<file path="src/rtl/assert_macros.svh">
// ----------------------------------------------------------------------------
// Assertion macros
// Shared concurrent assertion wrappers for the Josephus order selector.
// ----------------------------------------------------------------------------
`ifndef ASSERT_MACROS_SVH
`define ASSERT_MACROS_SVH
`ifndef SYNTHESIS
`define JOS_ASSERT(lbl, clk, rst_n, prop) \
	lbl: assert property (@(posedge clk) disable iff (!rst_n) (prop)) \
	else $error("josephus block assertion failed");
`define JOS_ASSERT_ALWAYS(lbl, clk, prop) \
	lbl: assert property (@(posedge clk) (prop)) \
	else $error("josephus block assertion failed");
`else
`define JOS_ASSERT(lbl, clk, rst_n, prop)
`define JOS_ASSERT_ALWAYS(lbl, clk, prop)
`endif
`endif

</file>
<file path="src/rtl/jos_pkg.sv">
// ----------------------------------------------------------------------------
// jos_pkg
// Types, constants and helper functions of the Josephus order selector.
// ----------------------------------------------------------------------------
package jos_pkg;

	localparam int CNT_W      = 11;
	localparam int POS_W      = 10;
	localparam int SKIP_W     = 32;
	localparam int DVD_W      = 33;
	localparam int NODE_W     = 11;
	localparam int TREE_DEPTH = 2048;
	localparam int DIV_STEPS  = 33;
	localparam int STEP_W     = 6;
	localparam int REG_IDX_W  = 1;

	localparam logic [CNT_W-1:0] MAX_LEAVES = 11'd1024;

	localparam logic [REG_IDX_W-1:0] REG_PEOPLE_COUNT = 1'b0;
	localparam logic [REG_IDX_W-1:0] REG_SKIP_COUNT   = 1'b1;

	typedef enum logic [2:0] {
		S_IDLE,
		S_BUILD,
		S_MOD_START,
		S_MOD_WAIT,
		S_DESC_INIT,
		S_DESC_RD,
		S_DESC_DEC,
		S_FINISH
	} state_t;

	typedef struct packed {
		logic accept;
		logic rebuild;
		logic build_step;
		logic mod_start;
		logic desc_init;
		logic desc_dec;
		logic finish;
	} dp_cmd_t;

	typedef struct packed {
		logic empty;
		logic build_last;
		logic mod_done;
		logic at_leaf;
	} dp_status_t;

	function automatic logic [CNT_W-1:0] clamp_people(input logic [CNT_W-1:0] v);
		logic [CNT_W-1:0] r;
		r = v;
		if (v == '0) begin
			r = 11'd1;
		end else if (v > MAX_LEAVES) begin
			r = MAX_LEAVES;
		end
		return r;
	endfunction

	// Smallest power of two that is not below n, for n of at least one.
	function automatic logic [CNT_W-1:0] leaf_size(input logic [CNT_W-1:0] n);
		logic [CNT_W-1:0] m;
		m = n - 11'd1;
		m = m | (m >> 1);
		m = m | (m >> 2);
		m = m | (m >> 4);
		m = m | (m >> 8);
		return m + 11'd1;
	endfunction

endpackage

</file>
<file path="src/rtl/jos_ctrl.sv">
// ----------------------------------------------------------------------------
// jos_ctrl
// Controller: sequences the rebuild (when needed), remainder, descent and result for one beat.
// ----------------------------------------------------------------------------
`include "assert_macros.svh"

module jos_ctrl import jos_pkg::*; (
	input  logic       clk,
	input  logic       arst_n,
	input  logic       start,
	input  logic       restart,
	input  dp_status_t status,
	output dp_cmd_t    cmd,
	output logic       busy
);

	state_t state_q;
	state_t state_nxt;

	always_ff @(posedge clk or negedge arst_n) begin
		if (!arst_n) begin
			state_q <= S_IDLE;
		end else begin
			state_q <= state_nxt;
		end
	end

	always_comb begin
		state_nxt = state_q;
		case (state_q)
			S_IDLE: begin
				if (start) begin
					state_nxt = (restart || status.empty) ? S_BUILD : S_MOD_START;
				end
			end
			S_BUILD: begin
				if (status.build_last) begin
					state_nxt = S_MOD_START;
				end
			end
			S_MOD_START: state_nxt = S_MOD_WAIT;
			S_MOD_WAIT: begin
				if (status.mod_done) begin
					state_nxt = S_DESC_INIT;
				end
			end
			S_DESC_INIT: state_nxt = S_DESC_RD;
			S_DESC_RD:   state_nxt = status.at_leaf ? S_FINISH : S_DESC_DEC;
			S_DESC_DEC:  state_nxt = S_DESC_RD;
			S_FINISH:    state_nxt = S_IDLE;
			default:     state_nxt = S_IDLE;
		endcase
	end

	always_comb begin
		cmd         = '0;
		cmd.rebuild = restart || status.empty;
		case (state_q)
			S_IDLE:      cmd.accept     = start;
			S_BUILD:     cmd.build_step = 1'b1;
			S_MOD_START: cmd.mod_start  = 1'b1;
			S_DESC_INIT: cmd.desc_init  = 1'b1;
			S_DESC_DEC:  cmd.desc_dec   = 1'b1;
			S_FINISH:    cmd.finish     = 1'b1;
			default:     cmd.accept     = 1'b0;
		endcase
	end

	assign busy = state_q != S_IDLE;

	`JOS_ASSERT(a_mod_done_wait, clk, arst_n, status.mod_done |-> state_q == S_MOD_WAIT)
	`JOS_ASSERT(a_dec_after_rd, clk, arst_n, state_q == S_DESC_DEC |-> $past(state_q) == S_DESC_RD)
	`JOS_ASSERT_ALWAYS(a_reset_idle, clk, !arst_n |=> !busy)

endmodule

</file>
<file path="config.mk">
export PLATFORM = sky130hd
export DESIGN_NAME = jos_ctrl
export DESIGN_NICKNAME = d
export VERILOG_FILES = /design/src/rtl/jos_pkg.sv /design/src/rtl/jos_ctrl.sv
export VERILOG_INCLUDE_DIRS = /design/src /design/src/rtl
export SDC_FILE = /design/constraint.sdc
export NUM_CORES = 1
export LEC_CHECK = 0
export BUFFER_PORTS_ARGS = -buffer_cell sky130_fd_sc_hd__buf_2
export CORE_AREA = 2 2 39 41
export CTS_CLUSTER_DIAMETER = 40
export DETAILED_ROUTE_END_ITERATION = 6
export DIE_AREA = 0 0 41 43
export PLACE_DENSITY = 0.42
export RECOVER_POWER = 50
export SLEW_MARGIN = 10
export SYNTH_ARGS = -nofsm -noshare
export SYNTH_HDL_FRONTEND = slang
export SYNTH_SLANG_ARGS = --single-unit
</file>
<file path="constraint.sdc">
create_clock -name clk -period 2.7 [get_ports clk]
set_input_delay 0.27 -clock clk [delete_from_list [all_inputs] [get_ports clk]]
set_output_delay 0.27 -clock clk [all_outputs]
set_load 0.03 [all_outputs]
</file>
==> summary.md <==
The sequential share of power is 0.285, and the final core utilization is 0.268. By area the synthesized netlist is led by sky130_fd_sc_hd__dfrtp_1 27%, sky130_fd_sc_hd__buf_6 8.1%, sky130_fd_sc_hd__nand2_1 8.1%. The net count reported at finish was 60. The top cell types in the final layout, fill and taps aside, are 13 x sky130_fd_sc_hd__buf_2, 6 x sky130_fd_sc_hd__nand2_1, 4 x sky130_fd_sc_hd__o21ai_0. The largest registers in the layout are state_q x3. From left edge to right edge, the die measures 41 µm. The die covers 1760 µm².

Max-cap violations in this run came to 0. The filler cells instantiated in the layout total 155. The placer congestion estimate was 0.632. The number of nets in the synthesized netlist is 42. The area inside the core boundary is 1380 µm². The post-synthesis adder-cell area fraction is 0, and the maximum buffer depth of the clock tree is 2.

Setup violations remaining at the end of the flow were counted as 0. The logs give 0 for the total congestion overflow and 0 for the Yosys warning count. The floorplan has 14 rows. Simple-gate area share of the yosys netlist: 0.347. VDD sags by at most 0.420 mV. The routed layout has 300 vias. Total power for the finished layout comes to 455 µW. The analysis attributes to cell leakage a power of 0.190 nW. Dividing the detail-routed wire length by the instance count gives 9.43 µm. The logs give 337 µm² for the area after detailed placement and 0.23 ns for the latest clock arrival within the worst-skew pair. After routing the design area is 370 µm². Internal power comes to 224 µW. The hold slack was 0.363 ns; the number of antenna violations at the first check in global routing was 0. The number of global-route vias before repair was 260; the switching part of the total power was 0.509. The worst setup path is launched from a flip-flop.

The transition time at the pin with the least slew margin was 0.358 ns. The largest net degree at the start of global routing is 12. After synthesis the netlist holds a flip-flop and latch count of 3. Power share of the combinational group: 0.539. Clock skew on the completed layout was measured at 0.000103 ns. In this run the remaining antenna-violating nets after routing total 0. The number of max-slew violations in the final report is 0, and the clock edge transition at the registers on the reported setup and hold paths is 0.04 ns. The commonest non-fill, non-tap cell in the layout was sky130_fd_sc_hd__buf_2. The run gives 632 µm as the wire length reported by the detailed router. By area, the combinational part of the netlist is dominated by simple AND/OR/NAND/NOR gates. The run gives 0.113 as the met1 capacity usage during global routing. Setup repair after global routing left no endpoint under its margin. The highest net fanout along the worst path is 11.

The library cell occupying the most area in the post-synthesis netlist is sky130_fd_sc_hd__dfrtp_1. The multiplexer fraction of the synthesized cell area is 0.0405. The share of the synthesized netlist area taken by xor and xnor gates works out to 0. The arrival time reported for the critical path endpoint was 1.33 ns.

The portion of the post-synthesis area used by sequential elements came out at 0.270. The mean area per synthesized cell is 8.17 µm². The global-route track usage on met3 was 0.0157; the first-pass GRT wire length was 1030 µm. Counting distinct cell types in the post-synthesis netlist gives 19. Buffers placed on the I/O ports in this run total 15.

The number of antenna diodes in the final layout is 0. The worst-case headroom to the max-slew limit is 0.762. In this run the clock root is driven by a sky130_fd_sc_hd__clkbuf_4. The compound-gate portion of the synthesized area was 0.185; the iteration-0 DRC count of the detailed router was 3. The run gives 3 as the number of optimization iterations in the first detailed-route pass. The run finished with clean final reports.

Clock tree synthesis inserted a total of 3 buffers. The portion of the clock cycle consumed by the worst path in the final layout is 0.594. Timing would allow up to 0.624 GHz.

The power density over cell area is 1230 nW/µm². Relative to the synthesized area, the layout overhead comes to 33.3%. The analysis attributes to net switching a power of 232 µW. More flip-flops sit in one register than any other, and that register is state_q. Synthesis produced 34 cells. The final number of hold-violating endpoints came out at 0.

The tools report the initial core utilization as 0.201. TritonCTS built the clock tree. The most used routing layer was met2.

After synthesis the cells add up to 278 µm². The via density per instance came out at 4.48. The register with the most flip-flops in the layout has 3 of them.

The tools report the combined global-route utilization of all metal layers as 0.0914. The area fraction of the dominant cell type after synthesis is 0.270. At the worst endpoint, the required time is 2.43 ns. The final setup TNS was 0 ns; the met2 usage in global routing was 0.119. The count of buffers added by post-CTS timing repair for setup is 0, and the time the final worst path needs with I/O delays and setup is 1.60 ns. The logs give 16 for the top-level I/O count and 0.175 for the clock group share of total power. The depth of the CTS H-tree was 1. The share of post-route cells with drive strength above 1 was 0.431. The type of the worst min-delay path is in2reg.

After detailed routing, the number of remaining DRC violations is 0. Counting every sink on the clock net gives 3. The floorplan die height came out at 43 µm.

STA classifies the critical path endpoint as a primary output. Kind of critical path: reg2out.
[final timing paths]
check	from	slack, ns	endpoint	cells past startpoint
worst max-delay path	state_q[1]$_DFFE_PN0P_	1.10	cmd[3]	3
worst min-delay path	status[2]	0.36	state_q[0]$_DFFE_PN0P_	3
worst max register to register	state_q[2]$_DFFE_PN0P_	1.54	state_q[0]$_DFFE_PN0P_	3
worst min register to register	state_q[0]$_DFFE_PN0P_	0.72	state_q[1]$_DFFE_PN0P_	2
max in group asynchronous	arst_n	2.18	state_q[0]$_DFFE_PN0P_	2
min in group asynchronous	arst_n	0.37	state_q[1]$_DFFE_PN0P_	2
[metrics by stage]
| step | setup WS, ns | std cells |
|---|---|---|
| 3_5_place_dp | 1.35 | 62 |
| 5_1_grt | 1.00 | 67 |
| 3_3_place_gp | 1.34 | 62 |
| 6_report | 1.10 | 67 |
| 2_1_floorplan | 1.17 | 34 |
| 4_1_cts | 1.09 | 67 |
[worst max-delay path, stage by stage (launching register included)]
cell and delay, ns:
sky130_fd_sc_hd__dfrtp_1 0.53, sky130_fd_sc_hd__inv_1 0.15, sky130_fd_sc_hd__nor3_1 0.19, sky130_fd_sc_hd__buf_2 0.22
[logic make-up after synthesis]
kind of cell	Yosys count
buffers and inverters	5
AND/OR/NAND/NOR	17
multiplexers	1
AO/OA/AOI/OAI	8
flip-flops	3
[per-layer routing]
metal,part of all wire,wire length [µm]
met1,0.44,280
met2,0.47,297
met3,0.063,40
met4,0.022,14
met5,0,0
[cell usage after synthesis (all sizes together)]
cell / count
buf: 2
nand2b: 1
nand2: 6
dfrtp: 3
inv: 2
and3: 2
and2b: 1
a221o: 1
nor3: 1
or2: 1
a21oi: 2
mux2: 1
nor3b: 2
o21ai: 4
o31ai: 1
clkbuf: 1
nor2: 3
[power groups by stage]
stage	Clock [mW]	Sequential, mW	Combinational (mW)
2_1_floorplan	0	0.0780	0.280
3_3_place_gp	0	0.131	0.249
3_5_place_dp	0	0.131	0.247
4_1_cts	0.0844	0.130	0.249
5_1_grt	0.0919	0.138	0.268
6_report	0.0798	0.130	0.246
[final cells by class]
| type | count | area [µm²] | share of cell area |
|---|---|---|---|
| multi-input combinational | 26 | 159 | 0.429 |
| timing repair buffer | 16 | 82.6 | 0.223 |
| sequential | 3 | 75.1 | 0.203 |
| clock buffer | 4 | 26.3 | 0.0709 |
| tap | 16 | 20.0 | 0.0541 |
| inverter | 2 | 7.51 | 0.0203 |
[repair_timing]
action,in CTS,in global routing
resized for setup,0,0
endpoints found under the hold margin,3,0
hold buffers,1,0
Note: power is estimated with default switching activity, not from simulation.
